$ cat src/sv/arsp_pkg.sv
`default_nettype none
// ----------------------------------------------------------------------------
// arsp_pkg
// Shared types and constants of the asset record stream parser: the field
// tags, which also serve as parser phases, and the per-byte result record.
// ----------------------------------------------------------------------------
package arsp_pkg;

  // Field tag of a byte; the parser phase uses the same encoding.
  typedef enum logic [3:0] {
    TAG_ID       = 4'd0,
    TAG_SYMLEN   = 4'd1,
    TAG_SYMBOL   = 4'd2,
    TAG_DECIMALS = 4'd3,
    TAG_CUSTODY  = 4'd4,
    TAG_REFLEN   = 4'd5,
    TAG_REF      = 4'd6,
    TAG_PAUSED   = 4'd7,
    TAG_EXCESS   = 4'd8
  } arsp_tag_e;

  // Fixed layout constants.
  localparam int unsigned IdBytes  = 32;
  localparam int unsigned IdxW     = 9;
  localparam int unsigned IdxMax   = 511;
  localparam int unsigned SymCntW  = 5;
  localparam int unsigned RefCntW  = 10;
  localparam int unsigned TdataOutW = 56;

  // Result for one parsed byte.
  typedef struct packed {
    arsp_tag_e           tag;
    logic [IdxW-1:0]     index;
    logic [7:0]          data;
    logic                done;
    logic                ok;
    logic [SymCntW-1:0]  sym_count;
    logic [7:0]          decimals;
    logic [7:0]          custody;
    logic [RefCntW-1:0]  ref_count;
    logic                paused;
  } arsp_result_t;

endpackage
`default_nettype wire

$ cat src/sv/asset_record_stream_parser.sv
`default_nettype none
// ----------------------------------------------------------------------------
// asset_record_stream_parser
// Byte-serial parser for a serialized asset record.
//
// Usage: record bytes arrive on the slave stream, one byte per transfer in
// s_axis_tdata, with s_axis_tlast on the final byte of a record. For every
// byte the master stream returns one transfer: the field tag in
// m_axis_tuser, the byte's index in its field and the byte itself in
// m_axis_tdata, and tlast copied from the input. On the final byte
// m_axis_tdata also carries record_ok and, for a clean record, the symbol
// length, decimals, custody kind, reference length and paused flag.
// An input register, then a result register, lie between input transfer
// and result transfer. One byte per cycle is sustained while results are
// taken: the parser state advances in a single pass as the byte moves
// between the two registers. After reset the parser expects the identifier
// field, and every final byte returns it there. When the receiver stalls,
// the result register holds and one more byte waits in the input register;
// then s_axis_tready drops until the result is taken.
// ----------------------------------------------------------------------------
module asset_record_stream_parser
  import arsp_pkg::*;
#(
  parameter int unsigned SYMBOL_MAX = 16,
  parameter int unsigned REF_MAX    = 512
) (
  input  wire logic                  clk_i,
  input  wire logic                  rst_ni,
  input  wire logic                  s_axis_tvalid,
  output logic                       s_axis_tready,
  input  wire logic [7:0]            s_axis_tdata,  // [7:0] data_byte
  input  wire logic                  s_axis_tlast,  // last_byte
  output logic                       m_axis_tvalid,
  input  wire logic                  m_axis_tready,
  // [8:0] field_index, [16:9] byte_out, [17] record_ok, [22:18] symbol_count,
  // [30:23] decimals_out, [38:31] custody_out, [48:39] reference_count,
  // [49] paused_out, [55:50] zero
  output logic [TdataOutW-1:0]       m_axis_tdata,
  output logic [3:0]                 m_axis_tuser,  // [3:0] field_tag
  output logic                       m_axis_tlast   // record_done
);

  logic         in_valid_q;
  logic [7:0]   in_byte_q;
  logic         in_last_q;
  logic         out_valid_q;
  arsp_result_t out_res_q;
  arsp_result_t res;
  logic         out_ready;
  logic         advance;

  assign out_ready     = !out_valid_q || m_axis_tready;
  assign advance       = in_valid_q && out_ready;
  assign s_axis_tready = !in_valid_q || out_ready;

  // Input register.
  always_ff @(posedge clk_i or negedge rst_ni) begin
    if (!rst_ni) begin
      in_valid_q <= 1'b0;
    end else if (s_axis_tready) begin
      in_valid_q <= s_axis_tvalid;
    end
  end

  always_ff @(posedge clk_i) begin
    if (s_axis_tvalid && s_axis_tready) begin
      in_byte_q <= s_axis_tdata;
      in_last_q <= s_axis_tlast;
    end
  end

  // Parser state and per-byte logic.
  arsp_parser #(
    .SYMBOL_MAX (SYMBOL_MAX),
    .REF_MAX    (REF_MAX)
  ) u_parser (
    .clk_i    (clk_i),
    .rst_ni   (rst_ni),
    .step_i   (advance),
    .byte_i   (in_byte_q),
    .last_i   (in_last_q),
    .result_o (res)
  );

  // Result register.
  always_ff @(posedge clk_i or negedge rst_ni) begin
    if (!rst_ni) begin
      out_valid_q <= 1'b0;
    end else if (out_ready) begin
      out_valid_q <= advance;
    end
  end

  always_ff @(posedge clk_i) begin
    if (advance) begin
      out_res_q <= res;
    end
  end

  // Output packing.
  assign m_axis_tvalid = out_valid_q;
  assign m_axis_tuser  = out_res_q.tag;
  assign m_axis_tlast  = out_res_q.done;
  assign m_axis_tdata  = {6'd0, out_res_q.paused, out_res_q.ref_count,
                          out_res_q.custody, out_res_q.decimals,
                          out_res_q.sym_count, out_res_q.ok,
                          out_res_q.data, out_res_q.index};

  // A clean record is only reported on the final byte, in the paused field.
  a_ok_on_paused_last: assert property (@(posedge clk_i) disable iff (!rst_ni)
    m_axis_tvalid && m_axis_tdata[17] |-> m_axis_tlast && (m_axis_tuser == TAG_PAUSED))
    else $error("record_ok outside the final paused byte");

  // Decoded values stay zero unless the record is clean.
  a_zero_when_bad: assert property (@(posedge clk_i) disable iff (!rst_ni)
    m_axis_tvalid && !m_axis_tdata[17] |-> (m_axis_tdata[49:18] == 32'd0))
    else $error("decoded fields nonzero without record_ok");

  // Identifier bytes are indexed within the identifier length.
  a_id_index: assert property (@(posedge clk_i) disable iff (!rst_ni)
    m_axis_tvalid && (m_axis_tuser == TAG_ID) |-> (m_axis_tdata[8:0] < 9'(IdBytes)))
    else $error("identifier index out of range");

endmodule
`default_nettype wire

$ cat src/sv/arsp_parser.sv
`default_nettype none
// ----------------------------------------------------------------------------
// arsp_parser
// Record parser state and its single-pass next-state logic. Each step
// consumes one byte, advances the phase and position, checks the field
// and forms the tagged result for that byte.
// ----------------------------------------------------------------------------
module arsp_parser
  import arsp_pkg::*;
#(
  parameter int unsigned SYMBOL_MAX = 16,
  parameter int unsigned REF_MAX    = 512
) (
  input  wire logic         clk_i,
  input  wire logic         rst_ni,
  input  wire logic         step_i,
  input  wire logic [7:0]   byte_i,
  input  wire logic         last_i,
  output arsp_result_t      result_o
);

  localparam int unsigned SymW = $clog2(SYMBOL_MAX + 1);
  localparam int unsigned RefW = $clog2(REF_MAX + 1);
  localparam int unsigned PosA = (SymW > IdxW) ? SymW : IdxW;
  localparam int unsigned PosW = (RefW > PosA) ? RefW : PosA;

  arsp_tag_e           phase_q, phase_d;
  logic [PosW-1:0]     pos_q, pos_d;
  logic [PosW:0]       pos_inc;
  logic [SymW-1:0]     sym_len_q, sym_len_d;
  logic [7:0]          ref_high_q, ref_high_d;
  logic [RefW-1:0]     ref_len_q, ref_len_d;
  logic [7:0]          decimals_q, decimals_d;
  logic [7:0]          custody_q, custody_d;
  logic                paused_q, paused_d;
  logic                fault_q, fault_d;
  logic [15:0]         ref_value;
  logic                char_ok;
  logic                ok;

  assign pos_inc   = {1'b0, pos_q} + 1'b1;
  assign ref_value = {ref_high_q, byte_i};
  assign char_ok   = ((byte_i >= 8'h41) && (byte_i <= 8'h5A)) ||
                     ((byte_i >= 8'h30) && (byte_i <= 8'h39));

  // Next state for one byte.
  always_comb begin
    phase_d    = phase_q;
    pos_d      = pos_q;
    sym_len_d  = sym_len_q;
    ref_high_d = ref_high_q;
    ref_len_d  = ref_len_q;
    decimals_d = decimals_q;
    custody_d  = custody_q;
    paused_d   = paused_q;
    fault_d    = fault_q;
    case (phase_q)
      TAG_ID: begin
        if (pos_inc >= (PosW+1)'(IdBytes)) begin
          phase_d = TAG_SYMLEN;
          pos_d   = '0;
        end else begin
          pos_d = pos_inc[PosW-1:0];
        end
      end
      TAG_SYMLEN: begin
        if ((byte_i == 8'd0) || ({1'b0, byte_i} > 9'(SYMBOL_MAX))) begin
          fault_d = 1'b1;
          phase_d = TAG_EXCESS;
        end else begin
          sym_len_d = SymW'(byte_i);
          phase_d   = TAG_SYMBOL;
        end
        pos_d = '0;
      end
      TAG_SYMBOL: begin
        if (!char_ok) begin
          fault_d = 1'b1;
        end
        if (pos_inc >= (PosW+1)'(sym_len_q)) begin
          phase_d = TAG_DECIMALS;
          pos_d   = '0;
        end else begin
          pos_d = pos_inc[PosW-1:0];
        end
      end
      TAG_DECIMALS: begin
        decimals_d = byte_i;
        phase_d    = TAG_CUSTODY;
        pos_d      = '0;
      end
      TAG_CUSTODY: begin
        custody_d = byte_i;
        phase_d   = TAG_REFLEN;
        pos_d     = '0;
      end
      TAG_REFLEN: begin
        if (pos_q == '0) begin
          ref_high_d = byte_i;
          pos_d      = PosW'(1);
        end else begin
          pos_d = '0;
          if ((ref_value == 16'd0) || ({1'b0, ref_value} > 17'(REF_MAX))) begin
            fault_d = 1'b1;
            phase_d = TAG_EXCESS;
          end else begin
            ref_len_d = RefW'(ref_value);
            phase_d   = TAG_REF;
          end
        end
      end
      TAG_REF: begin
        if (pos_inc >= (PosW+1)'(ref_len_q)) begin
          phase_d = TAG_PAUSED;
          pos_d   = '0;
        end else begin
          pos_d = pos_inc[PosW-1:0];
        end
      end
      TAG_PAUSED: begin
        if (byte_i > 8'd1) begin
          fault_d = 1'b1;
        end else begin
          paused_d = byte_i[0];
        end
        phase_d = TAG_EXCESS;
        pos_d   = '0;
      end
      default: begin
        // Excess bytes: always a fault, index saturates.
        fault_d = 1'b1;
        phase_d = TAG_EXCESS;
        if (pos_q < PosW'(IdxMax)) begin
          pos_d = pos_inc[PosW-1:0];
        end
      end
    endcase
  end

  // Result fields; decoded values only for a complete, clean record.
  assign ok = last_i && !fault_d && (phase_q == TAG_PAUSED);

  always_comb begin
    result_o.tag       = (phase_q > TAG_PAUSED) ? TAG_EXCESS : phase_q;
    result_o.index     = pos_q[IdxW-1:0];
    result_o.data      = byte_i;
    result_o.done      = last_i;
    result_o.ok        = ok;
    result_o.sym_count = ok ? SymCntW'(sym_len_q) : '0;
    result_o.decimals  = ok ? decimals_q : '0;
    result_o.custody   = ok ? custody_q : '0;
    result_o.ref_count = ok ? RefCntW'(ref_len_q) : '0;
    result_o.paused    = ok ? paused_d : 1'b0;
  end

  // State registers; the final byte returns the parser to its reset state.
  always_ff @(posedge clk_i or negedge rst_ni) begin
    if (!rst_ni) begin
      phase_q    <= TAG_ID;
      pos_q      <= '0;
      sym_len_q  <= '0;
      ref_high_q <= '0;
      ref_len_q  <= '0;
      decimals_q <= '0;
      custody_q  <= '0;
      paused_q   <= 1'b0;
      fault_q    <= 1'b0;
    end else if (step_i) begin
      if (last_i) begin
        phase_q    <= TAG_ID;
        pos_q      <= '0;
        sym_len_q  <= '0;
        ref_high_q <= '0;
        ref_len_q  <= '0;
        decimals_q <= '0;
        custody_q  <= '0;
        paused_q   <= 1'b0;
        fault_q    <= 1'b0;
      end else begin
        phase_q    <= phase_d;
        pos_q      <= pos_d;
        sym_len_q  <= sym_len_d;
        ref_high_q <= ref_high_d;
        ref_len_q  <= ref_len_d;
        decimals_q <= decimals_d;
        custody_q  <= custody_d;
        paused_q   <= paused_d;
        fault_q    <= fault_d;
      end
    end
  end

endmodule
`default_nettype wire

$ cat config.mk
export PLATFORM = sky130hd
export DESIGN_NAME = asset_record_stream_parser
export DESIGN_NICKNAME = d
export VERILOG_FILES = /design/src/sv/arsp_pkg.sv /design/src/sv/asset_record_stream_parser.sv /design/src/sv/arsp_parser.sv
export SDC_FILE = /design/constraint.sdc
export NUM_CORES = 1
export LEC_CHECK = 0
export BUFFER_PORTS_ARGS = -buffer_cell sky130_fd_sc_hd__clkbuf_2
export CAP_MARGIN = 15
export CORE_UTILIZATION = 60
export DETAILED_ROUTE_END_ITERATION = 8
export PLACE_DENSITY = 0.94
export SETUP_SLACK_MARGIN = 0.1
export SYNTH_ARGS = -nofsm -noshare
export SYNTH_HDL_FRONTEND = slang
export SYNTH_HIERARCHICAL = 1
export SYNTH_SLANG_ARGS = --single-unit
$ cat constraint.sdc
create_clock -name clk_i -period 6.1 [get_ports clk_i]
set_input_delay 0.305 -clock clk_i [delete_from_list [all_inputs] [get_ports clk_i]]
set_output_delay 0.305 -clock clk_i [all_outputs]
set_load 0.01 [all_outputs]
# Word level (Yosys, flattened, before mapping)
# Cells that the tools add are included.
# totals
regBits,121
latchBits,0
ram_bits,0
rom_bits,0
in_bits,13
out_inout_bits,63
word_cells,122
n_memories,0
# classes
n_addsub,1
n_mul,0
div_mod_pow,0
n_lt_le_gt_ge,12
n_eq_ne,14
n_shift,0
mux,39
n_bitwise,0
reduce_logical,33
# ops
operator,count
2-to-1 mux 10 bit,9
2-to-1 mux 8 bit,7
one-hot mux 10 bit (5 select lines),1
2-to-1 mux 4 bit,7
one-hot mux 4 bit (7 select lines),1
"equality test 4 x 3 -> 1 bit, second input constant",4
"> comparator 16 x 10 -> 1 bit, second input constant",1
logical NOT 16 bit,1
2-to-1 mux 5 bit,3
"adder 10 x 1 -> 11 bit, second input constant",1
greater-or-equal comparator 11 x 10 -> 1 bit,1
greater-or-equal comparator 11 x 5 -> 1 bit,1
"greater-or-equal comparator 11 x 6 -> 1 bit, second input constant",1
logical NOT 10 bit,1
"less-than comparator 10 x 9 -> 1 bit, second input constant",1
2-to-1 mux 1 bit,10
nonzero test 2 bit,5
"!= test 3 x 2 -> 1 bit, second input constant",3
"equality test 4 x 2 -> 1 bit, second input constant",2
"greater-or-equal comparator 8 x 6 -> 1 bit, second input constant",1
"greater-or-equal comparator 8 x 7 -> 1 bit, second input constant",1
"> comparator 8 x 1 -> 1 bit, second input constant",1
"> comparator 8 x 5 -> 1 bit, second input constant",1
"less-or-equal comparator 8 x 6 -> 1 bit, second input constant",1
17 further kinds,34

# Logic depth before layout (Yosys ltp)
# Gate-level depths: netlist (run 1).
# logic_depth
ltp_word,8
depth_mapped,13
ltp_nobuf,12

# Cells and area by module
# The synthesis (run 1) kept the hierarchy.
# by_module_without_submodules
module,n_inst,cells_per_inst,area_per_inst_um2,seq_area_each_um2
arsp_parser,1,399,3545.9,1376.3
asset_record_stream_parser,1,79,2074.5,1971.9

# Worst setup path after synthesis (run 1)
# Ideal clock, no wire load.
# synth_path
path_type,flip-flop to flip-flop
startpoint,"reg out_valid_q, in the netlist m_axis_tvalid"
endpoint,reg u_parser.ref_high_q[0]
setup_time_ns,0.127
arrival_time_ns,3.133
required_time_ns,5.973
path_slack_ns,2.840
stages_incl_launch_ff,7
path_buffers,2
synth_period_minus_slack_ns,3.260
cell_sequence,dfrtp_1 nand2b_1 and2_1 buf_2 o21a_1 clkbuf_1 mux2_1
# synth_between
elab_chain_len,4
# synth_rtl
element,line_no,rtl
start: declaration,asset_record_stream_parser.sv:46,logic out_valid_q;
start signal: assignment,asset_record_stream_parser.sv:90,out_valid_q <= advance;
logical NOT 1 bit,asset_record_stream_parser.sv:52,assign out_ready = !out_valid_q || m_axis_tready;
logical OR 1 bit,asset_record_stream_parser.sv:52,
logical AND 1 bit,asset_record_stream_parser.sv:53,assign advance = in_valid_q && out_ready;
named net advance,asset_record_stream_parser.sv:50,logic advance;
AND reduction 3 bit (no source line),--,
end signal: assignment,arsp_parser.sv:183,ref_high_q <= ref_high_d;
end: declaration,arsp_parser.sv:31,"logic [7:0] ref_high_q, ref_high_d;"
# The timed path passes the listed nets, and every way through them passes these cells.
# A chain may end at the register's enable or synchronous reset.

# Final worst setup path (run 1)
# layout_path
startpoint,reg u_parser.pos_q[0]
endpoint,reg u_parser.phase_q[3]
# layout_between
elab_chain_len,4
word_cells_on_any_way,10
cone_classes,1 x add/sub; 3 x order compare; 4 x eq/ne; 2 x reduce/logical
# layout_rtl
element,line_no,rtl
start: declaration,arsp_parser.sv:28,"logic [PosW-1:0] pos_q, pos_d;"
start signal: assignment,arsp_parser.sv:181,pos_q <= pos_d;
adder 10 x 1 -> 11 bit,arsp_parser.sv:41,"assign pos_inc = {1'b0, pos_q} + 1'b1;"
greater-or-equal comparator 11 x 10 -> 1 bit (tied with other cells),arsp_parser.sv:113,if (pos_inc >= (PosW+1)'(ref_len_q)) begin
!= test 3 x 2 -> 1 bit (no source line),--,
AND reduction 5 bit (no source line) *,--,
end signal: assignment,arsp_parser.sv:180,phase_q <= phase_d;
end: declaration,arsp_parser.sv:27,"arsp_tag_e phase_q, phase_d;"
# Mark *: on every way between the ends. The rest lies on a longest branch, timed or not.

==> impl_metrics.yaml, run 1 <==
run_status:
  status: "complete, no violations"
drt:
  wl_per_cell_um: 18.0
  drt_iter0_drc: 314
  drtPass1Iterations: 5
  num_vias: 3908
  drc: 0
  wirelength_um: 11900
  ant_nets: 0
  viasPerCell: 5.90
layout:
  layout_commonest_cell: "clkbuf_2"
  multi_input_area_um2: 1890
  drive_above_1_share_pct: 22.0
  n_fill_cell: 518
  syn_to_final_growth_pct: 16.3
  register_area_um2: 3350
  postLayoutCellArea_um2: 6530
  n_antenna_cell: 0
  final_cell_mix: "clkbuf_2 (69), edfxtp_1 (64), dfrtp_1 (57)"
  nets: 570
timing:
  fin_setup_tns_ns: 0
  maxSlewViolCount: 0
  tightest_slew_ns: 0.997
  layout_setup_ws_ns: 2.34
  setup_viol: 0
  hold_violations: 0
  period_minus_slack_ns: 3.76
  max_freq_mhz: 266
  max-slew-margin-rel_pct: 33.1
  period_share_pct: 61.6
  rsz0062_at_grt: "no"
  skew_ns: 0.00447
die:
  core_um2: 8890
  placementRows: 34
  ios: 76
  die_w_um: 98.8
  start_util_pct: 63.2
  die_h_um: 98.8
  die-area_um2: 9760
synthesis:
  yosysSeqAreaShare_pct: 59.6
  syn_inst: 478
  syn_avg_cell_area_um2: 11.8
  ys_types: 63
  ys_warn_count: 6
  ys.flop_type: "edfxtp_1"
  synthesis.area_um2: 5620
  yosys_register_bits: 121
  async_flop_share_pct: 47.1
  synth_edf_count: 64
clock_network:
  clk_path_buf_depth: 2
  worstSkewPairLatency_ns: 0.52
  cts.repair.resized: 0
  post-cts-setup-buffers: 0
  cts_root_buf: "clkbuf_8"
  path_clk_slew_ns: 0.06
  cts_sinks: 121
  cts_buffers: 17
  htree_levels: 4
  cts_tree: "yes"
  cts_hold_buf: 10
job:
  drv_cap: 0
global_routing:
  grt_pass1_wl_um: 18900
  grt_remaining_overflow: 0
  grt_max_degree: 68
  grt_pass1_vias: 3769
  antenna_found_initial: 0
  track_usage_pct: 25.8
worst_setup_path:
  critPathCaptureType: "register"
  worstSetupPathType: "reg -> reg"
  cp_max_fo: 11
  crit_required_ns: 6.46
  crit_arrival_ns: 4.12
  start_kind: "register"
placed_design:
  placed_cell_area_um2: 5850
  io_buffers: 69
  dp_worst_setup_slack_ns: 2.47
  dp_hpwl_um: 7290
  place_congestion: 0.971
min_path:
  hold_class: "in -> reg"
pwr:
  powerDensity_nw_per_um2: 372
  leakage_nw: 2.88
  ir_drop_v: 0.000191
[path summary, 6_finish.rpt]
path / to / slack [ns] / depth (start not counted) / startpoint
min: in_valid_q / 0.01 / 2 / s_axis_tvalid
min in group asynchronous: u_parser/ref_len_q[2] / 0.48 / 3 / rst_ni
max in group asynchronous: u_parser/fault_q / 5.14 / 3 / rst_ni
max: u_parser/phase_q[3] / 2.34 / 12 / u_parser/pos_q[0]
min reg2reg: u_parser/decimals_q[1] / 0.47 / 2 / u_parser/decimals_q[1]
max reg2reg: u_parser/phase_q[3] / 2.34 / 12 / u_parser/pos_q[0]
[synthesized netlist by cell type, drive strengths merged (2+ instances only)]
cell	number	area share [%]
mux2i	19	3.4
a2111o	2	0.40
xor2	2	0.31
a21oi	6	0.53
a31oi	3	0.33
nand2b	4	0.45
o221ai	4	0.62
nand3	13	1.2
nor2b	10	1.1
nand2	56	3.7
nor3	4	0.53
buf	34	4.4
nor4	5	0.56
nor2	13	0.87
o31ai	2	0.27
dfrtp	57	25
a221oi	2	0.31
and2	36	4.1
o21ai	32	2.8
or4	4	0.67
a21o	4	0.53
or3	4	0.45
inv	30	2.0
o22ai	4	0.56
ha	16	3.6
xnor2	3	0.47
or2	6	0.67
o21a	2	0.27
a21boi	2	0.27
edfxtp	64	34
a22oi	2	0.27
a2111oi	2	0.31
nand4	2	0.22
clkbuf	9	0.78
mux2	3	0.60
o211ai	2	0.27
[power breakdown]
part | leakage [nW] | total, W | internal, W | switching, W
sequential | 1.38 | 0.00105 | 0.000975 | 0.0000792
clock | 0.285 | 0.000982 | 0.000631 | 0.000351
combinational | 1.22 | 0.000395 | 0.000152 | 0.000244
total | 2.88 | 0.00243 | 0.00176 | 0.000673
[worst max-delay path, stage by stage, from the launching register on]
cell and delay [ns]:
dfrtp_1 0.51, ha_1 0.27, nand2_1 0.09, or3_1 0.38
and2_1 0.21, or2_2 0.33, ha_1 0.31, a21o_1 0.16
a2111oi_0 0.40, o21ai_1 0.17, o22ai_2 0.45, or3_1 0.24
a221oi_1 0.08
[area by class of cell]
type,count,share of cell area (%)
flip-flops and latches,121,51.2
repair buffers,82,7.16
clock buffers,20,6.66
multi-input cells,289,28.9
well taps,108,2.07
clock inverters,12,2.26
inverters,30,1.72
[sequential cells by signal, indices dropped and copies added (netlist names), 4 cells and up]
register / cells
m_axis_tuser: 4
u_parser/ref_high_q: 8
u_parser/ref_len_q: 10
u_parser/decimals_q: 8
u_parser/custody_q: 8
u_parser/phase_q: 4
u_parser/pos_q: 10
in_byte_q: 8
u_parser/sym_len_q: 5
m_axis_tdata: 50
[routing by layer]
metal  vias up  wire length, µm  GRT usage (%)
li1       1776                -              -
met1      1846             4960           32.7
met2       248             5830           41.9
met3        38              814           6.38
met4         0              337           12.2
met5         -                0              0
[cells by family (layout without fill, tap and decap cells)]
kind of cell | Yosys count | in the layout | share of synthesized area [%]
fa+ha+maj | 16 | 16 | 3.56
xor+xnor | 5 | 5 | 0.779
simple gates | 161 | 161 | 15.3
compound gates | 79 | 79 | 9.51
buf+inv | 73 | 144 | 7.21
mux | 22 | 22 | 3.98
flops | 121 | 121 | 59.6
other cells | 1 | 6 | 0.0667
[metrics by stage]
| step | total power [W] | hold WS (ns) | utilization, % | instances |
|---|---|---|---|---|
| 3_5_place_dp | 0.00144 | 0.463 | 65.8 | 620 |
| 6_report | 0.00243 | 0.0112 | 73.5 | 662 |
| 2_1_floorplan | 0.00133 | 0.00941 | - | 483 |
| 4_1_cts | 0.00243 | 0.00709 | 73.5 | 662 |
| 3_3_place_gp | 0.00140 | 0.453 | 65.8 | 620 |
| 5_1_grt | 0.00252 | 0.00560 | 73.5 | 662 |
No activity file was read; power rests on OpenSTA's default activity.
==> inputs of run 2 (changes only) <==
- ABC_AREA: unset -> 1
- CORE_UTILIZATION: 60 -> 58
- PLACE_DENSITY: 0.94 -> 0.91
- clock period: 6.1 -> 3.9 ns (I/O delays scaled with it)
==> impl_metrics.yaml, run 2 <==
synthesis:
  synth_most_common_cell: "nand2_1"
  yosys-mux-area-fraction_pct: 0
  ys.flop_type: "edfxtp_1"
  async_flop_share_pct: 47.1
  synth_fa_ha_area_share_pct: 3.42
  syn_inst: 621
  ys_types: 36
  yosys_register_bits: 121
  synth_top_family_by_area: "simple AND/OR/NAND/NOR gates"
  synth_edf_count: 64
  syn_avg_cell_area_um2: 9.43
  ys_warn_count: 6
  yosysSeqAreaShare_pct: 57.2
  synth_compound_area_share_pct: 6.30
  synth_common_cells: "nand2_1 (141), inv_1 (84), edfxtp_1 (64)"
  synthTopCellsByArea: "edfxtp_1 (33%), dfrtp_1 (24%), nand2_1 (9.0%)"
  synth_xor_area_share_pct: 0.449
  synth_top_area_cell: "edfxtp_1"
  synthesis.area_um2: 5860
  netlist.area_leader.share_pct: 32.8
  synth-simple-area-share_pct: 21.8
die:
  ios: 76
  placementRows: 36
  die-area_um2: 10500
  start_util_pct: 59.9
  core_um2: 9770
  die_w_um: 102
  die_h_um: 102
drt:
  ant_nets: 0
  viasPerCell: 5.31
  drt_iter0_drc: 317
  wirelength_um: 12400
  drtPass1Iterations: 5
  drc: 0
  wl_per_cell_um: 14.8
  num_vias: 4450
layout:
  final_cell_mix: "nand2_1 (141), inv_1 (84), clkbuf_2 (69)"
  nets: 721
  n_antenna_cell: 0
  n_fill_cell: 684
  largest_register_ffs: 50
  layout_commonest_cell: "nand2_1"
  postLayoutCellArea_um2: 6880
  register_area_um2: 3350
  syn_to_final_growth_pct: 17.4
  fin_cells: 838
  drive_above_1_share_pct: 23.8
  multi_input_area_um2: 1910
worst_setup_path:
  path_buf_inv: 1
  crit_required_ns: 4.30
  r2r_slack_ns: 1.03
  cp_max_fo: 8
  slowest_stage: "dfrtp_1"
  worst_path_largest_cell_delay_ns: 0.53
  crit_arrival_ns: 3.27
  worstPathCellList: "ha_1 > nand2_2 > nor2_2 > xor2_1 > inv_1 > ha_1 > nand2_1 > nor3b_1 > nor3_2 > nand2_2 > nand4_2 > nand3_1 > nand2_1"
  crit_cells: 13
  start_kind: "register"
  critPathCaptureType: "register"
  worstSetupPathType: "reg -> reg"
  critPathTopFamily: "simple AND/OR/NAND/NOR gates"
  r2r_cells: 13
clock_network:
  htree_levels: 4
  cts_buffers: 17
  cts_root_buf: "clkbuf_8"
  cts_sinks: 121
  clk_path_buf_depth: 2
  cts_tree: "yes"
  path_clk_slew_ns: 0.06
  worstSkewPairLatency_ns: 0.52
  post-cts-setup-buffers: 0
placed_design:
  dp_hpwl_um: 8130
  dpl.cell_count: 793
  io_buffers: 69
  place_congestion: 0.989
  placed_cell_area_um2: 6160
timing:
  period_share_pct: 73.7
  max_freq_mhz: 348
  fin_setup_tns_ns: 0
  maxSlewViolCount: 0
  tightest_slew_ns: 0.969
  setup_viol: 0
  skew_ns: 0.00794
  hold_violations: 0
  max-slew-margin-rel_pct: 35.4
  period_minus_slack_ns: 2.87
  rsz0062_at_grt: "no"
global_routing:
  track_usage_pct: 25.4
  grt_max_degree: 58
  grt_pass1_wl_um: 19600
  antenna_found_initial: 0
  grt_remaining_overflow: 0
  grt_pass1_vias: 4154
min_path:
  hold_class: "in -> async"
pwr:
  p_total_w: 0.00402
  powerDensity_nw_per_um2: 585
  leakage_nw: 3.22
  ir_drop_v: 0.000300
run_status:
  status: "complete, no violations"
job:
  drv_cap: 0
## run 2: per-layer routing
metal	vias to the layer above	global-route usage, %	share of wire (%)	wire length (µm)
met5	-	0	0	0
met4	0	11.1	2.9	356
met3	41	5.97	6.8	846
met2	227	42.8	49	6130
met1	2075	31.5	41	5060
li1	2107	-	-	-
## run 2: timing repair
item,in CTS,in global routing
hold buffers,13,0
hold endpoints to repair,68,0
gates resized for setup,0,0
## run 2: per-stage QoR
stage	setup WS (ns)	util, %	hold slack (ns)
finish	1.03	70.3	0.386
global route	0.825	70.3	0.387
CTS	1.06	70.3	0.380
detailed placement	1.10	63.0	0.374
global placement	1.17	63.0	0.362
floorplan	0.753	-	-0.101
## run 2: worst paths after layout
check | start | endpoint
max | u_parser/pos_q[0] | u_parser/pos_q[5]
min | rst_ni | u_parser/pos_q[1]
max reg2reg | u_parser/pos_q[0] | u_parser/pos_q[5]
min reg2reg | in_byte_q[1] | m_axis_tdata[10]
max in group asynchronous | rst_ni | u_parser/ref_high_q[5]
min in group clk_i | s_axis_tdata[1] | in_byte_q[1]
## run 2: area by class of cell
type | instances | area share, %
clock buffers | 18 | 6.08
flip-flops and latches | 121 | 48.7
clock inverters | 14 | 2.49
well taps | 133 | 2.42
inverters | 96 | 5.24
multi-input cells | 370 | 27.7
repair buffers | 86 | 7.35
## run 2: cell families (layout without fill, tap and decap cells)
| logic type | count (synthesis) | in the layout |
|---|---|---|
| adder cells (fa/ha/maj) | 16 | 16 |
| flip-flops | 121 | 121 |
| buffers and inverters | 135 | 214 |
| AND/OR/NAND/NOR | 276 | 276 |
| XOR/XNOR | 3 | 3 |
| other | 1 | 6 |
| AO/OA/AOI/OAI | 69 | 69 |
## run 2: power by group
part	total, W	internal (W)	leakage [nW]	switching [W]
combinational	0.000847	0.000282	1.56	0.000565
sequential	0.00164	0.00153	1.38	0.000112
clock	0.00154	0.000976	0.282	0.000562
total	0.00402	0.00278	3.22	0.00124
## run 2: worst register-to-register path, cell delays in order (launching register included)
cell and delay, ns:
dfrtp_1 0.53, ha_1 0.31, nand2_2 0.08, nor2_2 0.15
xor2_1 0.19, inv_1 0.13, ha_1 0.32, nand2_1 0.07
nor3b_1 0.26, nor3_2 0.10, nand2_2 0.10, nand4_2 0.27
nand3_1 0.19, nand2_1 0.07
==> inputs of run 3 (changes only) <==
- ABC_AREA: 1 -> 0
- CORE_UTILIZATION: 58 -> 52
- PLACE_DENSITY: 0.91 -> 0.87
- clock period: 3.9 -> 2.4 ns (I/O delays scaled with it)
==> impl_metrics.yaml, run 3 (synthesis results as in run 1) <==
placed_design:
  io_buffers: 69
  placed_cell_area_um2: 6400
  dp_hpwl_um: 8420
  place_congestion: 0.911
die:
  die_h_um: 106
  core_um2: 10400
  placementRows: 37
  start_util_pct: 54.0
  die_w_um: 106
  ios: 76
  die-area_um2: 11200
global_routing:
  grt_remaining_overflow: 0
  grt_max_degree: 39
  grt_pass1_wl_um: 23300
  antenna_found_initial: 0
  grt_pass1_vias: 4482
  track_usage_pct: 27.9
timing:
  period_minus_slack_ns: 3.07
  skew_ns: 0.0125
  max-slew-margin-rel_pct: 28.4
  max_freq_mhz: 326
  rsz0062_at_grt: "yes"
  setup_viol: 63
  hold_violations: 0
  maxSlewViolCount: 0
  period_share_pct: 128
  tightest_slew_ns: 1.07
  layout_setup_ws_ns: -0.667
worst_setup_path:
  worst_path_largest_cell_delay_ns: 0.39
  critPathCaptureType: "register"
  critPathTopFamily: "simple AND/OR/NAND/NOR gates"
  slowest_stage: "dfrtp_1"
  crit_required_ns: 2.81
  path_buf_inv: 0
  start_kind: "register"
  cp_max_fo: 5
  crit_arrival_ns: 3.48
  worstSetupPathType: "reg -> reg"
  worstPathCellList: "ha_4 > nand2_2 > or3_4 > and2_4 > or2_4 > ha_4 > nand3_2 > a31o_4 > a31oi_4 > o22ai_4 > or3_4 > o32ai_2"
drt:
  wl_per_cell_um: 20.1
  drtPass1Iterations: 6
  num_vias: 4470
  drc: 0
  wirelength_um: 15400
  drt_iter0_drc: 373
  ant_nets: 0
  viasPerCell: 5.81
pwr:
  ir_drop_v: 0.000405
  powerDensity_nw_per_um2: 892
  leakage_nw: 3.36
run_status:
  status: "finished, violations left"
  violations: "setup timing"
clock_network:
  clk_path_buf_depth: 2
  cts_sinks: 121
  cts_tree: "yes"
  path_clk_slew_ns: 0.06
  htree_levels: 4
  worstSkewPairLatency_ns: 0.53
  cts_root_buf: "clkbuf_8"
  cts_buffers: 17
layout:
  largest_register_ffs: 50
  postLayoutCellArea_um2: 7640
  n_antenna_cell: 0
  nets: 649
  fin_util_pct: 73.3
  layout_commonest_cell: "clkbuf_2"
  syn_to_final_growth_pct: 35.9
  final_cell_mix: "clkbuf_2 (69), edfxtp_1 (64), buf_4 (63)"
  drive_above_1_share_pct: 40.1
job:
  drv_cap: 0
min_path:
  hold_class: "in -> async"
==> run 3: changes by cell type in the layout (fill, tap and decap cells not counted), moves of 20 or more <==
| cell | previous run | this run |
|---|---|---|
| and2_1 | 0 | 20 |
| buf_4 | 4 | 63 |
| inv_1 | 84 | 29 |
| nand2_1 | 141 | 54 |
| nand3_1 | 33 | 9 |
| nor2_1 | 38 | 9 |
| nor2_2 | 34 | 3 |
| o21ai_0 | 44 | 20 |
==> run 3: what timing repair did <==
item | 4_1_cts | 5_1_grt
endpoints found under the hold margin | 37 | 0
buffers inserted | 12 | 7
hold buffers | 13 | 0
pin swaps | 14 | 19
setup endpoints to repair | 63 | 76
resized for setup | 34 | 41
cloned | 5 | 0
==> run 3: path summary, 6_finish.rpt <==
check | startpoint | endpoint | slack (ns) | cells past startpoint
setup reg to reg | u_parser/pos_q[1] | u_parser/phase_q[1] | -0.67 | 12
hold / removal | rst_ni | u_parser/pos_q[4] | 0.21 | 2
min in group clk_i | s_axis_tdata[3] | in_byte_q[3] | 0.30 | 2
hold reg to reg | u_parser/custody_q[2] | u_parser/custody_q[2] | 0.48 | 2
setup / recovery | u_parser/pos_q[1] | u_parser/phase_q[1] | -0.67 | 12
max in group asynchronous | rst_ni | u_parser/pos_q[0] | 1.44 | 3
==> run 3: worst register-to-register path, delay by kind of cell (launching register included) <==
| family | cells | cell delay, ns |
|---|---|---|
| adders and majority gates | 2 | 0.44 |
| and+or+nand+nor | 6 | 1.25 |
| DFF | 1 | 0.39 |
| AOI/OAI and AO/OA | 4 | 0.87 |
==> run 3: metal layers <==
layer,share of wire (%),GRT usage (%),vias up
met1,39,33.9,2154
met4,5.3,17.7,0
li1,-,-,1951
met2,49,45.5,277
met5,0,0,-
met3,6.6,6.01,88
==> run 3: final cells by class <==
class	count	area (µm²)
tap	136	170
timing repair buffer	157	1110
inverter	30	113
fill	601	2780
clock inverter	4	26.3
sequential	121	3350
multi-input combinational	293	2310
clock buffer	28	559
==> run 3: metrics by stage <==
stage | std cells | total power (W) | setup TNS, ns | worst slack [ns] | hold slack (ns)
4_1_cts | 763 | 0.00660 | -18.18 | -0.543 | 0.204
5_1_grt | 769 | 0.00707 | -26.91 | -0.692 | 0.264
2_1_floorplan | 483 | 0.00343 | -12.49 | -0.508 | -0.176
6_report | 769 | 0.00681 | -22.84 | -0.667 | 0.205
3_3_place_gp | 702 | 0.00383 | -16.10 | -0.542 | 0.202
3_5_place_dp | 702 | 0.00390 | -19.42 | -0.668 | 0.225
==> run 3: report_power, final <==
| group | leakage, nW | switching, W | internal, W |
|---|---|---|---|
| registers | 1.38 | 0.000175 | 0.00248 |
| logic | 1.69 | 0.000930 | 0.000752 |
| clock network | 0.287 | 0.000905 | 0.00157 |
